==> config.mk <==
export PLATFORM = sky130hd
export DESIGN_NAME = signed_int_to_decimal_ascii_flat
export DESIGN_NICKNAME = d
export VERILOG_FILES = /design/src/rtl/core/sitda_pkg.sv /design/src/rtl/core/sitda_in_if.sv /design/src/rtl/core/sitda_out_if.sv /design/src/rtl/core/signed_int_to_decimal_ascii.sv /design/src/rtl/core/sitda_dabble.sv /design/src/flat_wrapper.sv
export SDC_FILE = /design/constraint.sdc
export NUM_CORES = 1
export LEC_CHECK = 0
export ABC_CLOCK_PERIOD_IN_PS = 3400
export BUFFER_PORTS_ARGS = -buffer_cell sky130_fd_sc_hd__buf_2
export CORE_ASPECT_RATIO = 0.75
export CORE_UTILIZATION = 63
export CTS_BUF_LIST = sky130_fd_sc_hd__clkbuf_8
export CTS_CLUSTER_SIZE = 8
export DETAILED_ROUTE_END_ITERATION = 8
export GPL_ROUTABILITY_DRIVEN = 0
export PLACE_DENSITY = 0.83
export SETUP_SLACK_MARGIN = 0.2
export SYNTH_ARGS = -nofsm -noshare
export SYNTH_HDL_FRONTEND = slang
export SYNTH_HIERARCHICAL = 1
export SYNTH_SLANG_ARGS = --single-unit
==> constraint.sdc <==
create_clock -name clk_i -period 3.4 [get_ports clk_i]
set_clock_uncertainty 0.1 [all_clocks]
set_input_delay 0.51 -clock clk_i [delete_from_list [all_inputs] [get_ports clk_i]]
set_output_delay 0.51 -clock clk_i [all_outputs]
set_load 0.01 [all_outputs]
==> src/rtl/core/sitda_pkg.sv <==
// Shared types and constants for the signed integer to decimal text converter.
package sitda_pkg;

  typedef logic [7:0] char_t;

  localparam char_t ASCII_ZERO  = 8'd48;
  localparam char_t ASCII_MINUS = 8'd45;
  localparam logic [3:0] BCD_FIVE  = 4'd5;
  localparam logic [3:0] BCD_THREE = 4'd3;

  typedef enum logic [4:0] {
    ST_IDLE  = 5'b00001,
    ST_CONV  = 5'b00010,
    ST_SKIP  = 5'b00100,
    ST_SIGN  = 5'b01000,
    ST_DIGIT = 5'b10000
  } state_e;

endpackage

==> src/rtl/core/sitda_in_if.sv <==
// Input channel: one signed integer per beat.
interface sitda_in_if #(
  parameter int VALUE_W = 32
);
  logic               valid;
  logic               ready;
  logic [VALUE_W-1:0] value;

  modport source (output valid, output value, input ready);
  modport sink (input valid, input value, output ready);
endinterface

==> src/rtl/core/sitda_out_if.sv <==
// Output channel: one ASCII character per beat with an end-of-text flag.
interface sitda_out_if;
  logic                valid;
  logic                ready;
  sitda_pkg::char_t    character;
  logic                last;

  modport source (output valid, output character, output last, input ready);
  modport sink (input valid, input character, input last, output ready);
endinterface

==> src/rtl/core/signed_int_to_decimal_ascii.sv <==
// Signed integer to decimal ASCII text converter, top level.
// Each beat on in_i carries one signed two's complement integer of INPUT_WIDTH
// bits; the block sends its decimal text on out_o one character per beat, most
// significant first, with a leading '-' for negative values and last set on the
// final character. The magnitude is built into BCD by a shared add-three-and-shift
// unit that takes one input bit per cycle. A number passes through these steps in
// order: one accept step, INPUT_WIDTH conversion steps, one step per leading zero
// digit dropped plus one to leave that step, one for the sign of a negative value
// and one per digit sent; the sign and digit steps wait while the output stalls.
// in_i.ready is high only while the block is idle; the last character may still
// wait in the output register when the next number is taken.
module signed_int_to_decimal_ascii #(
  parameter int INPUT_WIDTH = 32
) (
  input  logic          clk_i,
  input  logic          rst_ni,
  sitda_in_if.sink      in_i,
  sitda_out_if.source   out_o
);
  import sitda_pkg::*;

  localparam int NDIG  = ((INPUT_WIDTH - 1) * 30103) / 100000 + 1;
  localparam int BCD_W = NDIG * 4;
  localparam int CNT_W = $clog2(INPUT_WIDTH + 1);

  state_e                 state_q, state_d;
  logic [CNT_W-1:0]       cnt_q, cnt_d;
  logic                   out_valid_q, out_valid_d;
  logic [INPUT_WIDTH-1:0] mag_q, mag_d;
  logic [BCD_W-1:0]       bcd_q, bcd_d;
  logic                   neg_q, neg_d;
  char_t                  char_q, char_d;
  logic                   last_q, last_d;

  logic [INPUT_WIDTH-1:0] raw;
  logic [BCD_W-1:0]       bcd_step;
  logic [3:0]             top_digit;
  logic                   slot_free;

  sitda_dabble #(.NDIG(NDIG)) u_dabble (
    .bcd_i (bcd_q),
    .bit_i (mag_q[INPUT_WIDTH-1]),
    .bcd_o (bcd_step)
  );

  assign raw       = INPUT_WIDTH'(in_i.value);
  assign top_digit = bcd_q[BCD_W-1 -: 4];
  assign slot_free = !out_valid_q || out_o.ready;

  assign in_i.ready      = (state_q == ST_IDLE);
  assign out_o.valid     = out_valid_q;
  assign out_o.character = char_q;
  assign out_o.last      = last_q;

  always_comb begin
    state_d     = state_q;
    cnt_d       = cnt_q;
    mag_d       = mag_q;
    bcd_d       = bcd_q;
    neg_d       = neg_q;
    char_d      = char_q;
    last_d      = last_q;
    out_valid_d = out_valid_q && !out_o.ready;
    case (state_q)
      ST_IDLE: begin
        if (in_i.valid) begin
          neg_d   = raw[INPUT_WIDTH-1];
          mag_d   = raw[INPUT_WIDTH-1] ? (~raw + INPUT_WIDTH'(1)) : raw;
          bcd_d   = '0;
          cnt_d   = CNT_W'(INPUT_WIDTH);
          state_d = ST_CONV;
        end
      end
      ST_CONV: begin
        bcd_d = bcd_step;
        mag_d = mag_q << 1;
        cnt_d = cnt_q - CNT_W'(1);
        if (cnt_q == CNT_W'(1)) begin
          cnt_d   = CNT_W'(NDIG);
          state_d = ST_SKIP;
        end
      end
      ST_SKIP: begin
        if (top_digit == 4'd0 && cnt_q != CNT_W'(1)) begin
          bcd_d = bcd_q << 4;
          cnt_d = cnt_q - CNT_W'(1);
        end else if (neg_q) begin
          state_d = ST_SIGN;
        end else begin
          state_d = ST_DIGIT;
        end
      end
      ST_SIGN: begin
        if (slot_free) begin
          char_d      = ASCII_MINUS;
          last_d      = 1'b0;
          out_valid_d = 1'b1;
          state_d     = ST_DIGIT;
        end
      end
      ST_DIGIT: begin
        if (slot_free) begin
          char_d      = ASCII_ZERO + char_t'(top_digit);
          last_d      = (cnt_q == CNT_W'(1));
          out_valid_d = 1'b1;
          bcd_d       = bcd_q << 4;
          cnt_d       = cnt_q - CNT_W'(1);
          if (cnt_q == CNT_W'(1)) begin
            state_d = ST_IDLE;
          end
        end
      end
      default: begin
        state_d = ST_IDLE;
      end
    endcase
  end

  always_ff @(posedge clk_i or negedge rst_ni) begin
    if (!rst_ni) begin
      state_q     <= ST_IDLE;
      cnt_q       <= '0;
      out_valid_q <= 1'b0;
    end else begin
      state_q     <= state_d;
      cnt_q       <= cnt_d;
      out_valid_q <= out_valid_d;
    end
  end

  always_ff @(posedge clk_i) begin
    mag_q  <= mag_d;
    bcd_q  <= bcd_d;
    neg_q  <= neg_d;
    char_q <= char_d;
    last_q <= last_d;
  end

endmodule

==> src/rtl/core/sitda_dabble.sv <==
// One double-dabble step: add three to every digit of five or more, then shift in one bit.
module sitda_dabble #(
  parameter int NDIG = 10
) (
  input  logic [NDIG*4-1:0] bcd_i,
  input  logic              bit_i,
  output logic [NDIG*4-1:0] bcd_o
);
  import sitda_pkg::*;

  logic [NDIG*4-1:0] adj;

  always_comb begin
    for (int d = 0; d < NDIG; d++) begin
      if (bcd_i[d*4 +: 4] >= BCD_FIVE) begin
        adj[d*4 +: 4] = bcd_i[d*4 +: 4] + BCD_THREE;
      end else begin
        adj[d*4 +: 4] = bcd_i[d*4 +: 4];
      end
    end
  end

  assign bcd_o = {adj[NDIG*4-2:0], bit_i};

endmodule
==> src/flat_wrapper.sv <==
// flat-port wrapper written by rule: the top's interface ports become plain ports
module signed_int_to_decimal_ascii_flat import sitda_pkg::*;
#(
  parameter int INPUT_WIDTH = 32
)
  (clk_i, rst_ni, in_i_valid, in_i_value, in_i_ready, out_o_valid, out_o_character, out_o_last, out_o_ready);
  sitda_in_if in_i_i ();
  sitda_out_if out_o_i ();
  input  logic clk_i;
  input  logic rst_ni;
  input wire logic [$bits(in_i_i.valid)-1:0] in_i_valid;
  input wire logic [$bits(in_i_i.value)-1:0] in_i_value;
  output wire logic [$bits(in_i_i.ready)-1:0] in_i_ready;
  output wire logic [$bits(out_o_i.valid)-1:0] out_o_valid;
  output wire logic [$bits(out_o_i.character)-1:0] out_o_character;
  output wire logic [$bits(out_o_i.last)-1:0] out_o_last;
  input wire logic [$bits(out_o_i.ready)-1:0] out_o_ready;
  assign in_i_i.valid = in_i_valid;
  assign in_i_i.value = in_i_value;
  assign in_i_ready = in_i_i.ready;
  assign out_o_valid = out_o_i.valid;
  assign out_o_character = out_o_i.character;
  assign out_o_last = out_o_i.last;
  assign out_o_i.ready = out_o_ready;
  signed_int_to_decimal_ascii #(.INPUT_WIDTH(INPUT_WIDTH)) u_core (.clk_i(clk_i), .rst_ni(rst_ni), .in_i(in_i_i), .out_o(out_o_i));
endmodule
After elaboration in Yosys (flattened, before gate mapping)
Cells that the tools add are included.
Storage, ports and cells
  bits in registers: 94
  bits of input ports: 36
  output and inout port bits: 11
Operators by class
  $add $sub $neg: 13
  magnitude comparators: 10
  equal/unequal tests: 14
  mux-type cells: 38
  bitwise operators: 1
  reductions and logical operators: 15
Operator list (number)
  one-hot mux 40 bit (4 select lines): 1
  two-way mux 40 bit: 3
  two-way mux 32 bit: 2
  one-hot mux 32 bit (2 select lines): 1
  greater-or-equal comparator 4 x 3 -> 1 bit, second input constant: 10
  adder 4 x 2 -> 4 bit, second input constant: 9
  two-way mux 4 bit: 9
  two-way mux 5 bit: 7
  adder 32 x 1 -> 32 bit, second input constant: 1
  inverter 32 bit: 1
  one-hot mux 5 bit (5 select lines): 1
  two-way mux 6 bit: 4
  one-hot mux 6 bit (4 select lines): 1
  two-way mux 8 bit: 2
  one-hot mux 8 bit (2 select lines): 1
  != test 2 x 1 -> 1 bit, second input constant: 5
  adder 6 x 4 -> 7 bit, first input constant: 1
  == test 6 x 1 -> 1 bit, second input constant: 1
  != test 6 x 1 -> 1 bit, second input constant: 1
  AND reduction 6 bit: 1
  subtractor 6 x 1 -> 6 bit, second input constant: 1
  == test 5 x 1 -> 1 bit, second input constant: 1
  == test 5 x 2 -> 1 bit, second input constant: 1
  == test 5 x 3 -> 1 bit, second input constant: 1
  other kinds (17): 25

Longest topological paths before layout
Gate-level depths: netlist of run 1.
  word-level depth: 5
  mapped depth: 8
  depth with buffers taken out: 7

Modules after synthesis
The synthesis of run 1 kept the hierarchy.
By module, submodules not included
  signed_int_to_decimal_ascii: instances 1, cells each 409, area each 4728.3 µm², sequential area each 2673.8 µm²
  sitda_dabble: instances 1, cells each 157, area each 1001.0 µm², sequential area each 0.0 µm²

Worst setup path before layout of run 1
OpenSTA, ideal clock, no wires.
  kind: flip-flop to flip-flop
  start point: reg u_core.state_q[0]
  end point: reg u_core.bcd_q[0], enable pin
  setup time: 395 ps
  data arrival time: 2641 ps
  required time: 2905 ps
  setup slack: 265 ps
  stages on the path, launching flop included: 9
  buffers on the path: 3
  path through: dfstp_2 > buf_2 > nor4b_4 > nor2b_4 > buf_6 > a221o_2 > or3_1 > buf_6 > inv_1
Between the ends
  longest elaborated chain between the ends: 3
  elaborated cells on any way between the ends: 9
RTL lines
  from (decl): RTL line signed_int_to_decimal_ascii.sv:26  | state_e state_q, state_d;
  from (signal assigned): RTL line signed_int_to_decimal_ascii.sv:125  | state_q <= state_d;
  == test 5 x 3 -> 1 bit, or another cell as far along: RTL line signed_int_to_decimal_ascii.sv:64  | case (state_q)
  != test 2 x 1 -> 1 bit (no source line), or another cell as far along
  AND reduction 4 bit (no source line) *
  to (signal assigned): RTL line signed_int_to_decimal_ascii.sv:133  | bcd_q <= bcd_d;
  to (decl): RTL line signed_int_to_decimal_ascii.sv:30  | logic [BCD_W-1:0] bcd_q, bcd_d;
Every way passes the cells marked *; elsewhere a longest branch is shown, timed or not.
A chain may end at the register's enable or synchronous reset.

Worst setup path after layout of run 1
  start point: reg u_core.bcd_q[36]
  end point: reg u_core.bcd_q[18], enable pin
Between the ends
  longest elaborated chain between the ends: 4
RTL lines
  logical NOT 4 bit: RTL line signed_int_to_decimal_ascii.sv:84  | if (top_digit == 4'd0 && cnt_q != CNT_W'(1)) begin
  logical AND 1 bit: RTL line signed_int_to_decimal_ascii.sv:84
  != test 2 x 1 -> 1 bit (no source line)
  AND reduction 4 bit (no source line)
No other way between the ends.

==> metrics.md, run 1 <==
| Metric | Value |
|---|---|
| Sequential area share after synthesis | 46.7% |
| Worst Hold Class | input pin to flop |
| Final HPWL DP | 8130 um |
| Final instance area | 6160 um^2 |
| Register bit total from synthesis | between 90 and 100 |
| Initial antenna violation count | 0 |
| WP buf/inv | 2 |
| Met1 GRT Util | 35.7% |
| Critical path class | flop to flop |
| Wire length per cell | 16.3 um |
| Outcome | finished, violations left |
| Crit share post-route | 80.8% |
| Slew @ Worst Pin | 0.616 ns |
| Worst path slowest cell | or3_1 |
| Largest cells by area after synthesis | edfxtp_1 41%, a22o_1 5.7%, nand2_1 5.2% |
| PwrDens | 558 nW/um^2 |
| Mapped Area | about 5700 um^2 |
| Worst-skew pair later-pin latency | approximately 0.36 ns |
| Setup TNS | 0 ns |
| Initial drt markers | 354 |
| Port Buffer Count | between 40 and 50 |
| Routed wire length | 11600 um |
| Die extent in x | around 110 um |
| Most used DFF post-synth | edfxtp_1 |
| Ports | 47 |
| Async set-reset flop share out of synthesis | 13.2% |
| Final setup margin | around 0.65 ns |
| Critical Path Start Type | flop |
| Die Y | 84.6 um |
| Area of the multi-input gates | 2800 um^2 |
| CP top delay family | simple AND/OR/NAND/NOR gates |
| Post-synth EDFFs | 79 |
| Initial DRT Pass Iterations | 7 |
| Multiplexer share of the synthesized area | 2.49% |
| Synth-to-Final Area Change | 7.51% |
| CTS H-tree depth | 3 |
| Total placed cells including tap cells | 694 |
| Simple-Gate Fraction of Synth Area | 17.2% |
| P_leak | 2.60 nW |
| Max-Cap Viols | 0 |
| Synth Area in Adders | 5.02% |
| GR Util met2 | 42.1% |
| Via density per instance | roughly 6 |
| Largest net degree at the start of global routing | 48 |
| Fill count | approximately 640 |
| Vias in the first global route | 4201 |
| Clk sinks | 91 |
| Post-Syn Area per Cell | slightly above 10 um^2 |
| Global-route wire length before repair | 19800 um |
| Clock slew at reported path FFs | 0.08 ns |
| Root buffer cell | clkbuf_8 |
| Share of Yosys cell area claimed by the top area cell type | 41.4% |
| Yosys synthesis warning count | 6 |
| GR peak layer | met2 |
| Ant diodes | 0 |
| Reg area | 2670 um^2 |
| Hold WS | 0.363 ns |
| Final slew viol count | 0 |
| Initial Util | 66.3% |
| Maximum buffer depth of the clock tree | 2 |
| CP max stage delay | between 0.4 and 0.5 ns |
| RSZ-0062 raised after global routing | no |
| Post-Synth XOR/XNOR Area | under 10% |
| Fin crit period | between 2 and 3 ns |
| Routed Antenna Nets | 0 |
| Hold Fails Final Rpt | 0 |
| Postcts setup bufs | 0 |
| Largest family of logic cells by synthesized area | compound AO/OA/AOI/OAI gates |
| Slew HR | 58.5% |
| Fmax | 0.364 GHz |
| M3 GR Usage | 5.78% |
| DRC Markers | 4 |
| Die ar. | 9480 um^2 |
| Yosys top cell by area | edfxtp_1 |
| Unique cell type count in the Yosys netlist | 60 |
| Worst Path Required | 3.34 ns |
| Placement Cell Area | 5990 um^2 |
| VDD IR-drop max | 0.000424 V |
| Non-Filler Instances | between 700 and 800 |
| Total congestion overflow | 0 |
| Final setup vio count | 0 |
| Critical Path AT | between 2 and 3 ns |
| GRT Total Usage | 26.3% |
| Critical path peak fanout | 40 |
| Final #Nets | ~660 |
| CTS tree | yes |
| Share of layout cells above drive strength 1 | about 17% |
| Element type at the critical path end | flop |
| Post-synthesis compound-gate area fraction | 17.6% |
| Failing checks | design-rule violations |
| Core Region | 8640 um^2 |
| Pre-CTS WS | about 0.60 ns |
| CTS buffer count | 9 |
| Row Count | 29 |
| Routed via count | 4357 |
| Crit path cell chain | nor4_1 > o21ai_0 > a221o_2 > or3_1 > inv_1 > buf_12 |
| Post-synthesis cell count | approximately 570 |
| Post-CTS Resized | 0 |
==> repair_timing <==
| action | 4_1_cts | 5_1_grt |
|---|---|---|
| hold endpoints to repair | 11 | 0 |
| hold buffers | 1 | 0 |
| setup endpoints to repair | 0 | 0 |
==> synth_stat cells (2+ instances only) <==
cell type,instances
a21oi_2,10
and2_2,2
mux2i_1,12
xnor2_1,15
o41ai_1,10
nand2_1,80
buf_4,6
mux2_2,2
or2_2,6
or4_1,5
and2b_2,3
dfrtp_1,11
nand3_1,3
nor2_1,32
a221oi_1,2
a21o_2,2
o31ai_1,10
or2b_2,3
o21ai_0,45
and2_1,4
nor4_1,7
ha_1,23
buf_2,7
buf_1,6
buf_6,2
a22o_1,37
xor2_1,26
or3_1,3
nand4_1,3
clkbuf_1,9
conb_1,2
nor3_1,6
o21ai_1,9
a21oi_1,8
inv_1,29
and3_2,2
or2b_1,2
or3_2,2
edfxtp_1,79
nand2b_1,21
==> area by class of cell <==
class                   count  share of cell area, %
clock inverters             7                  0.508
flip-flops and latches     91                   43.4
clock buffers               9                   2.01
inverters                  29                   1.77
repair buffers             50                   4.59
multi-input cells         417                   45.5
well taps                 108                   2.19
==> report_power, final <==
part           internal, mW  leakage (nW)  switching, mW  total [mW]
logic                 0.597          1.45          0.531        1.13
clock network         0.252        0.0916          0.360       0.612
registers              1.48          1.06          0.218        1.70
total                  2.33          2.60           1.11        3.44
==> layout by cell type, fill, tap and decap left out, types with 4 or more instances in the layout <==
cell,count
nor3_1,6
ha_1,23
o21ai_1,9
nor4_1,5
clkbuf_8,9
a21oi_2,10
nand2b_1,21
mux2i_1,12
a21oi_1,8
and2_1,4
inv_1,33
nor2_1,32
o31ai_1,10
or2_2,6
buf_4,5
edfxtp_1,79
xnor2_1,15
or4_1,5
buf_2,43
o21ai_0,45
dfrtp_1,11
xor2_1,26
nand2_1,80
o41ai_1,10
a22o_1,37
==> stage by stage <==
stage / power (mW) / utilization, %
3_5_place_dp: 2.83 / 69.4
2_1_floorplan: 2.56 / -
4_1_cts: 3.44 / 71.3
5_1_grt: 3.67 / 71.3
3_3_place_gp: 2.72 / 69.4
6_report: 3.44 / 71.3
==> worst min-delay path, cell delays in order <==
cell,delay (ns)
buf_2,0.08
nand2b_1,0.13
nand2_1,0.06
==> worst paths after layout <==
check                            startpoint                  to  slack (ns)  cells past startpoint
max                        u_core/bcd_q[36]    u_core/bcd_q[18]        0.65                      6
min                             out_o_ready  u_core/out_o.valid        0.36                      3
max reg2reg                u_core/bcd_q[36]    u_core/bcd_q[18]        0.65                      6
min reg2reg                u_core/mag_q[25]    u_core/mag_q[26]        0.43                      2
max in group asynchronous            rst_ni   u_core/state_q[0]        2.47                      2
min in group asynchronous            rst_ni     u_core/cnt_q[0]        0.45                      2
==> sequential cells by signal (all words and copies together) (netlist names) <==
name	cells
u_core/cnt_q	6
u_core/out_o.last	1
u_core/neg_q	1
u_core/mag_q	32
u_core/state_q	5
u_core/out_o.valid	1
u_core/bcd_q	40
u_core/out_o.character	5
==> per-layer routing <==
metal | vias to the layer above | part of all wire [%]
met2 | 152 | 46
li1 | 2103 | -
met5 | - | 0
met3 | 18 | 6.1
met1 | 2084 | 46
met4 | 0 | 1.6
==> logic make-up (layout without fill, tap and decap cells) <==
kind of cell             Yosys count  count (layout)
AO/OA/AOI/OAI                    143             143
XOR/XNOR                          41              41
adder cells (fa/ha/maj)           23              23
buffers and inverters             59              95
flip-flops                        91              91
multiplexers                      14              14
other                              2               3
AND/OR/NAND/NOR                  193             193
Note: power is estimated with default switching activity, not from simulation.
==> run 2, diff against run 1 <==
--- a/config.mk
+++ b/config.mk
@@ -5,15 +5,15 @@
 export SDC_FILE = /design/constraint.sdc
 export NUM_CORES = 1
 export LEC_CHECK = 0
-export ABC_CLOCK_PERIOD_IN_PS = 3400
+export ABC_CLOCK_PERIOD_IN_PS = 2250
 export BUFFER_PORTS_ARGS = -buffer_cell sky130_fd_sc_hd__buf_2
 export CORE_ASPECT_RATIO = 0.75
-export CORE_UTILIZATION = 63
+export CORE_UTILIZATION = 56
 export CTS_BUF_LIST = sky130_fd_sc_hd__clkbuf_8
 export CTS_CLUSTER_SIZE = 8
 export DETAILED_ROUTE_END_ITERATION = 8
 export GPL_ROUTABILITY_DRIVEN = 0
-export PLACE_DENSITY = 0.83
+export PLACE_DENSITY = 0.78
 export SETUP_SLACK_MARGIN = 0.2
 export SYNTH_ARGS = -nofsm -noshare
 export SYNTH_HDL_FRONTEND = slang
==> constraint.sdc (replaced) <==
create_clock -name clk_i -period 2.25 [get_ports clk_i]
set_clock_uncertainty 0.1 [all_clocks]
set_input_delay 0.3375 -clock clk_i [delete_from_list [all_inputs] [get_ports clk_i]]
set_output_delay 0.3375 -clock clk_i [all_outputs]
set_load 0.01 [all_outputs]
==> run 2 against run 1 <==
  * The flow finishes with violations (negative setup slack)
  * Final cell count is 14% higher
  * Sequential power is 51% higher
  * Sequential share of layout area fell by 7.3 points
  * Combinational power grew 53%
  * Critical endpoint is now u_core/bcd_q[0]
==> metrics.md, run 2 (synthesis results as in run 1) <==
| Metric | Value |
|---|---|
| Via density per instance | 6.07 (-0.95%) |
| WL met2 | 7490 um (+39%) |
| Wire length per cell | 19.3 um (+18%) |
| Commonest cells after routing, fill and taps aside | 79 x edfxtp_1, 77 x nand2_1, 49 x buf_4 |
| Final HPWL DP | 8580 um (+5.5%) |
| Met1 WL | 6470 um (+21%) |
| Hold WS | 0.251 ns (-0.113 ns) |
| Slew @ Worst Pin | 0.617 ns (+0.000663 ns) |
| Max FFs per register | 40 (unchanged) |
| RSZ-0062 raised after global routing | yes |
| Element type at the critical path end | flop |
| Clock slew at reported path FFs | 0.10 ns (+0.02 ns) |
| Worst Path Required | 2.23 ns (-1.11 ns) |
| CTS H-tree depth | 3 (unchanged) |
| Outcome | finished, violations left |
| Worst path slowest cell | dfstp_2 |
| Crit share post-route | 106% (+26 points) |
| Root buffer cell | clkbuf_8 |
| Crit path cell chain | nor2_1 > and3_4 > a221o_2 > or3_4 > clkinvlp_4 > buf_12 |
| Post-layout util | 75.6% (+4.3 points) |
| Hold Fails Final Rpt | 0 (unchanged) |
| Vias in the first global route | 4376 (+4.2%) |
| Ant diodes | 0 (unchanged) |
| P_leak | 3.16 nW (+21%) |
| Largest regs | u_core/bcd_q: 40 flops, u_core/mag_q: 32 flops, u_core/cnt_q: 6 flops |
| Critical Path Start Type | flop |
| Failing checks | negative setup slack |
| Worst r2r src | u_core/state_q[0] |
| Port Buffer Count | 43 (unchanged) |
| CP max stage delay | 0.61 ns (+0.12 ns) |
| Routed wire length | 15700 um (+36%) |
| Crit path launch | u_core/state_q[0] |
| Maximum buffer depth of the clock tree | 2 (unchanged) |
| CTS tree | yes |
| Initial DRT Pass Iterations | 5 (-2) |
| Largest net degree at the start of global routing | 40 (-17%) |
| Initial drt markers | 497 (+40%) |
| Final #Nets | 736 (+12%) |
| Routed wl met3 | 1330 um (+89%) |
| Final setup margin | -0.145 ns (-0.797 ns) |
| Ports | 47 (unchanged) |
| Worst-skew pair later-pin latency | 0.38 ns (+0.02 ns) |
| Initial Util | 58.4% (-8.0 points) |
| Total placed cells including tap cells | 762 (+9.8%) |
| Synth-to-Final Area Change | 29.5% |
| Slew HR | 58.4% (-0.10 points) |
| Core Region | 9810 um^2 (+14%) |
| Fill count | 598 (-7.0%) |
| Die extent in x | 119 um (+6.0%) |
| Critical Path AT | 2.37 ns (-0.32 ns) |
| Final slew viol count | 0 (unchanged) |
| Leading cell type in the layout, fill and taps excluded | edfxtp_1 |
| Reg2Reg Setup Slack | -0.14 ns (-0.80 ns) |
| Fin crit period | 2.39 ns (-0.353 ns) |
| Final setup vio count | 46 (+46) |
| Pre-CTS WS | -0.192 ns (-0.792 ns) |
| CTS buffer count | 9 (unchanged) |
| Max-Cap Viols | 0 (unchanged) |
| Clk sinks | 91 (unchanged) |
| Die ar. | 10600 um^2 (+12%) |
| Worst Hold Class | input pin to flop |
| Non-Filler Instances | 814 (+14%) |
| Area of the multi-input gates | 3170 um^2 (+13%) |
| Largest Register | u_core/bcd_q |
| VDD IR-drop max | 0.000497 V (+17%) |
| Global-route wire length before repair | 21800 um (+10%) |
| Routed via count | 4941 (+13%) |
| Fmax | 0.418 GHz (+15%) |
| Hold Crit Start | out_o_ready |
| GRT Total Usage | 26.6% (+0.27 points) |
| PnR Total Power | 5.31 mW (+54%) |
| Max layer used | met4 |
| DRC Markers | 0 (-4) |
| Critical path peak fanout | 22 (-45%) |
| Reg area | 2680 um^2 (about the same) |
| PwrDens | 715 nW/um^2 (+28%) |
| Die Y | 89.6 um (+5.9%) |
| Routed Antenna Nets | 0 (unchanged) |
| Total congestion overflow | 0 (unchanged) |
| Share of layout cells above drive strength 1 | 32.6% (+16 points) |
| Initial antenna violation count | 0 (unchanged) |
| Row Count | 31 (+6.9%) |
| Critical path class | flop to flop |
==> run 2: cell count changes in the layout (fill, tap and decap cells not counted), moves of 4 or more <==
cell,previous run,this run
buf_4,5,49
buf_6,0,13
nor2_1,32,24
nor2_4,0,8
buf_12,1,8
a21oi_1,8,2
o21ai_0,45,39
buf_8,0,5
nand2_8,0,4
o21ai_2,0,4
==> run 2: final cells by class <==
type | count | area share (%)
Clock buffer | 9 | 1.67
Tap cell | 132 | 2.23
Inverter | 29 | 1.52
Clock inverter | 7 | 0.607
Multi-Input combinational cell | 420 | 42.8
Timing Repair Buffer | 126 | 15.1
Sequential cell | 91 | 36.1
==> run 2: stage by stage <==
stage	setup TNS, ns	area (um^2)
6_report	-5.31	7420
3_5_place_dp	-7.32	6460
2_1_floorplan	-17.00	5820
4_1_cts	-3.31	7040
5_1_grt	-6.27	7420
3_3_place_gp	-4.55	6460
==> run 2: where the power goes <==
group          switching [mW]  leakage, nW  internal [mW]
logic                   0.807         2.02          0.918
registers               0.333         1.05           2.24
clock network           0.612       0.0886          0.400
total                    1.75         3.16           3.55
==> run 2: what timing repair did <==
item                       4_1_cts  5_1_grt
gates resized for setup         47       49
cloned                           6        5
pin swaps                       17       13
buffers inserted                15        9
setup endpoints to repair      140      158
hold buffers                     1        0
hold endpoints to repair        12        0
==> run 2: routing by layer <==
metal  vias to the layer above  global-route usage (%)
met5                         -                       0
met2                       265                    42.5
li1                       2277                       -
met4                         0                    7.83
met1                      2348                    37.4
met3                        51                    4.92
==> run 2: final timing paths <==
path	endpoint	cells past startpoint
max	u_core/bcd_q[0]	6
max in group asynchronous	u_core/state_q[0]	2
max reg2reg	u_core/bcd_q[0]	6
min	u_core/out_o.valid	3
min reg2reg	u_core/mag_q[28]	2
min in group asynchronous	u_core/state_q[4]	2
==> run 2: critical path: cells and delay by family, from the launching register on <==
family	cells	cell delay [ns]
AO/OA/AOI/OAI	1	0.39
buffers and inverters	2	0.31
flip-flops	1	0.61
AND/OR/NAND/NOR	3	0.67
==> run 3, diff against run 2 <==
--- a/config.mk
+++ b/config.mk
@@ -6,14 +6,14 @@
 export NUM_CORES = 1
 export LEC_CHECK = 0
 export ABC_CLOCK_PERIOD_IN_PS = 2250
-export BUFFER_PORTS_ARGS = -buffer_cell sky130_fd_sc_hd__buf_2
+export BUFFER_PORTS_ARGS = -buffer_cell sky130_fd_sc_hd__clkbuf_2
 export CORE_ASPECT_RATIO = 0.75
 export CORE_UTILIZATION = 56
 export CTS_BUF_LIST = sky130_fd_sc_hd__clkbuf_8
-export CTS_CLUSTER_SIZE = 8
 export DETAILED_ROUTE_END_ITERATION = 8
 export GPL_ROUTABILITY_DRIVEN = 0
 export PLACE_DENSITY = 0.78
+export RECOVER_POWER = 50
 export SETUP_SLACK_MARGIN = 0.2
 export SYNTH_ARGS = -nofsm -noshare
 export SYNTH_HDL_FRONTEND = slang
==> run 3 against run 2 <==
  * The flow still finishes with violations (negative setup slack)
  * Total power grew 4.1%
  * Setup slack lost 0.047 ns
  * Cell area grew 0.89%
  * Sequential share of layout area shrank 0.34 points
  * Critical path type unchanged
  * Critical endpoint is now u_core/bcd_q[22]
  * Largest cell class unchanged
==> metrics.md, run 3 (synthesis results as in run 1) <==
| Metric | Value |
|---|---|
| Hold WS | 0.244 ns (-0.00625 ns) |
| Ant diodes | 0 (unchanged) |
| GRT Total Usage | 25.1% (-1.4 points) |
| RSZ-0062 raised after global routing | yes |
| Share of layout cells above drive strength 1 | 32.5% (-0.091 points) |
| Sequential Power Share | 46.6% (-1.8 points) |
| Maximum buffer depth of the clock tree | 2 (unchanged) |
| Routed Antenna Nets | 0 (unchanged) |
| Hold Fails Final Rpt | 0 (unchanged) |
| Port Buffer Count | 43 (unchanged) |
| Setup crit end | u_core/bcd_q[22] |
| Cell mode on critical path | buf_4 |
| VDD IR-drop max | 0.000555 V (+12%) |
| Critical path peak fanout | 8 (-64%) |
| CP max stage delay | 0.40 ns (-0.21 ns) |
| Via density per instance | 6.23 (+2.6%) |
| Crit path cell chain | buf_4 > and2b_2 > and3_2 > a221o_2 > or3_4 > clkinvlp_4 > buf_4 > buf_16 |
| CTS buffer count | 9 (unchanged) |
| Critical Path AT | 2.44 ns (+0.07 ns) |
| Final slew viol count | 0 (unchanged) |
| Initial antenna violation count | 0 (unchanged) |
| Post-layout util | 76.3% (+0.68 points) |
| DRC Markers | 0 (unchanged) |
| Failing checks | negative setup slack |
| Pre-CTS WS | -0.169 ns (+0.0232 ns) |
| Fmax | 0.410 GHz (-1.9%) |
| Logic pwr share | 34.1% (+1.6 points) |
| CP top delay family | simple AND/OR/NAND/NOR gates |
| Synth-to-Final Area Change | 30.6% |
| Largest regs | u_core/bcd_q: 40 flops, u_core/mag_q: 32 flops, u_core/cnt_q: 6 flops |
| Die extent in x | 119 um (unchanged) |
| Fin crit period | 2.44 ns (+0.0469 ns) |
| Root buffer cell | clkbuf_8 |
| R2R Path End | u_core/bcd_q[22] |
| Worst-skew pair later-pin latency | 0.37 ns (about the same) |
| Ports | 47 (unchanged) |
| Worst r2r src | u_core/state_q[0] |
| Initial DRT Pass Iterations | 5 (unchanged) |
| Clock slew at reported path FFs | 0.09 ns (about the same) |
| Reg area | 2680 um^2 (about the same) |
| Sw frac | 32.7% (-0.30 points) |
| Die ar. | 10600 um^2 (unchanged) |
| Crit path launch | u_core/state_q[0] |
| Area of the multi-input gates | 3170 um^2 (-0.12%) |
| Crit share post-route | 109% (+2.1 points) |
| Max-Cap Viols | 0 (unchanged) |
| Critical path depth in cells | 8 (+2) |
| Routed via count | 5100 (+3.2%) |
| Total placed cells including tap cells | 764 (+0.26%) |
| Setup TNS | -7.00 ns (-1.69 ns) |
| Element type at the critical path end | flop |
| CTS H-tree depth | 3 (unchanged) |
| Commonest cells after routing, fill and taps aside | 79 x edfxtp_1, 76 x nand2_1, 49 x buf_4 |
| Largest Register | u_core/bcd_q |
| Reg2Reg Setup Slack | -0.19 ns (-0.05 ns) |
| Core Region | 9810 um^2 (unchanged) |
| Leading cell type in the layout, fill and taps excluded | edfxtp_1 |
| Slew @ Worst Pin | 0.694 ns (+0.0769 ns) |
| Switching pwr | 1.81 mW (+3.1%) |
| Vias in the first global route | 4352 (-0.55%) |
| WP buf/inv | 4 (+2) |
| Final setup vio count | 71 (+54%) |
| Worst Path Required | 2.25 ns (+0.02 ns) |
| Largest net degree at the start of global routing | 40 (unchanged) |
| Fill count | 596 (-0.33%) |
| Total congestion overflow | 0 (unchanged) |
| Die Y | 89.6 um (unchanged) |
| Global-route wire length before repair | 20900 um (-3.8%) |
| Clk pwr share | 19.3% (+0.2 points) |
| Slew HR | 53.7% (-4.7 points) |
| Final #Nets | 741 (+0.68%) |
| Worst path slowest cell | dfstp_2 |
| Internal power | 3.71 mW (+4.5%) |
| Outcome | finished, violations left |
| Final setup margin | -0.191 ns (-0.0469 ns) |
| Worst Hold Class | input pin to flop |
| Initial drt markers | 457 (-8.0%) |
| Max FFs per register | 40 (unchanged) |
| Routed wire length | 16300 um (+3.7%) |
| Critical path class | flop to flop |
| Critical Path Start Type | flop |
| Row Count | 31 (unchanged) |
| Clk sinks | 91 (unchanged) |
| Final HPWL DP | 8790 um (+2.4%) |
| CTS tree | yes |
| Non-Filler Instances | 819 (+0.61%) |
| Reg2reg path depth | 8 (+2) |
| Wire length per cell | 19.9 um (+3.1%) |
| Initial Util | 58.4% (unchanged) |
| P_leak | 3.22 nW (+1.9%) |
| PwrDens | 738 nW/um^2 (+3.2%) |
-- run 3: cell count changes in the layout (fill, tap and decap cells not counted), moves of 3 or more --
cell       change
o41ai_1        -3
o41ai_2        +3
clkbuf_2      +35
and2_1         -4
o21ai_4        +3
buf_2         -43
o21ai_1        +4
clkbuf_1      +11
o21ai_0       -10
clkbuf_16      +4
and2_4         +4
o21ai_2        +3
-- run 3: stage by stage --
| step | power, mW | instance area, um^2 |
|---|---|---|
| 6_report | 5.52 | 7480 |
| 5_1_grt | 5.80 | 7480 |
| 4_1_cts | 5.34 | 6860 |
| 3_5_place_dp | 4.30 | 6470 |
| 3_3_place_gp | 4.16 | 6470 |
| 2_1_floorplan | 3.87 | 5820 |
-- run 3: cell type report --
class / instances / share of cell area [%]
Tap cell: 132 / 2.21
Timing Repair Buffer: 131 / 15.8
Clock inverter: 7 / 0.736
Clock buffer: 9 / 1.65
Sequential cell: 91 / 35.7
Multi-Input combinational cell: 420 / 42.3
Inverter: 29 / 1.50
-- run 3: what timing repair did --
item                                   CTS  global route
endpoints found under the hold margin   11             0
setup buffers                            8            15
setup endpoints to repair              131           133
gates resized for setup                 21           104
cloned                                   3            12
pin swaps                                3            57
hold buffers                             1             0
-- run 3: worst register-to-register path, delay by kind of cell (launching register included) --
family	cells	cell delay, ns
DFF	1	0.40
and+or+nand+nor	3	0.78
buffers and inverters	4	0.57
AOI/OAI and AO/OA	1	0.32
-- run 3: power by group through the flow --
stage	Combinational [mW]	Sequential [mW]	Clock (mW)
after floorplan	1.38	2.49	0
after global placement	1.59	2.58	0
after detailed placement	1.70	2.59	0
after CTS	1.72	2.56	1.06
after global routing	2.05	2.62	1.13
final	1.88	2.57	1.07
-- run 3: worst min-delay path by stage --
stage / from / endpoint / slack [ns] / cells past startpoint
finish: out_o_ready / u_core/out_o.valid / 0.24 / 3
CTS: out_o_ready / u_core/out_o.valid / 0.23 / 3
global placement: rst_ni / u_core/state_q[4] / 0.14 / 1
global route: in_i_value[15] / u_core/mag_q[15] / 0.27 / 3
floorplan: rst_ni / u_core/cnt_q[0] / -0.06 / 0
detailed placement: rst_ni / u_core/state_q[3] / 0.15 / 1
-- run 3: layer usage --
metal,vias up,share of wire [%],GRT usage (%)
met5,-,0,0
met2,285,48,40.7
li1,2285,-,-
met4,0,2.6,8.40
met3,51,8.5,4.73
met1,2479,41,34.7
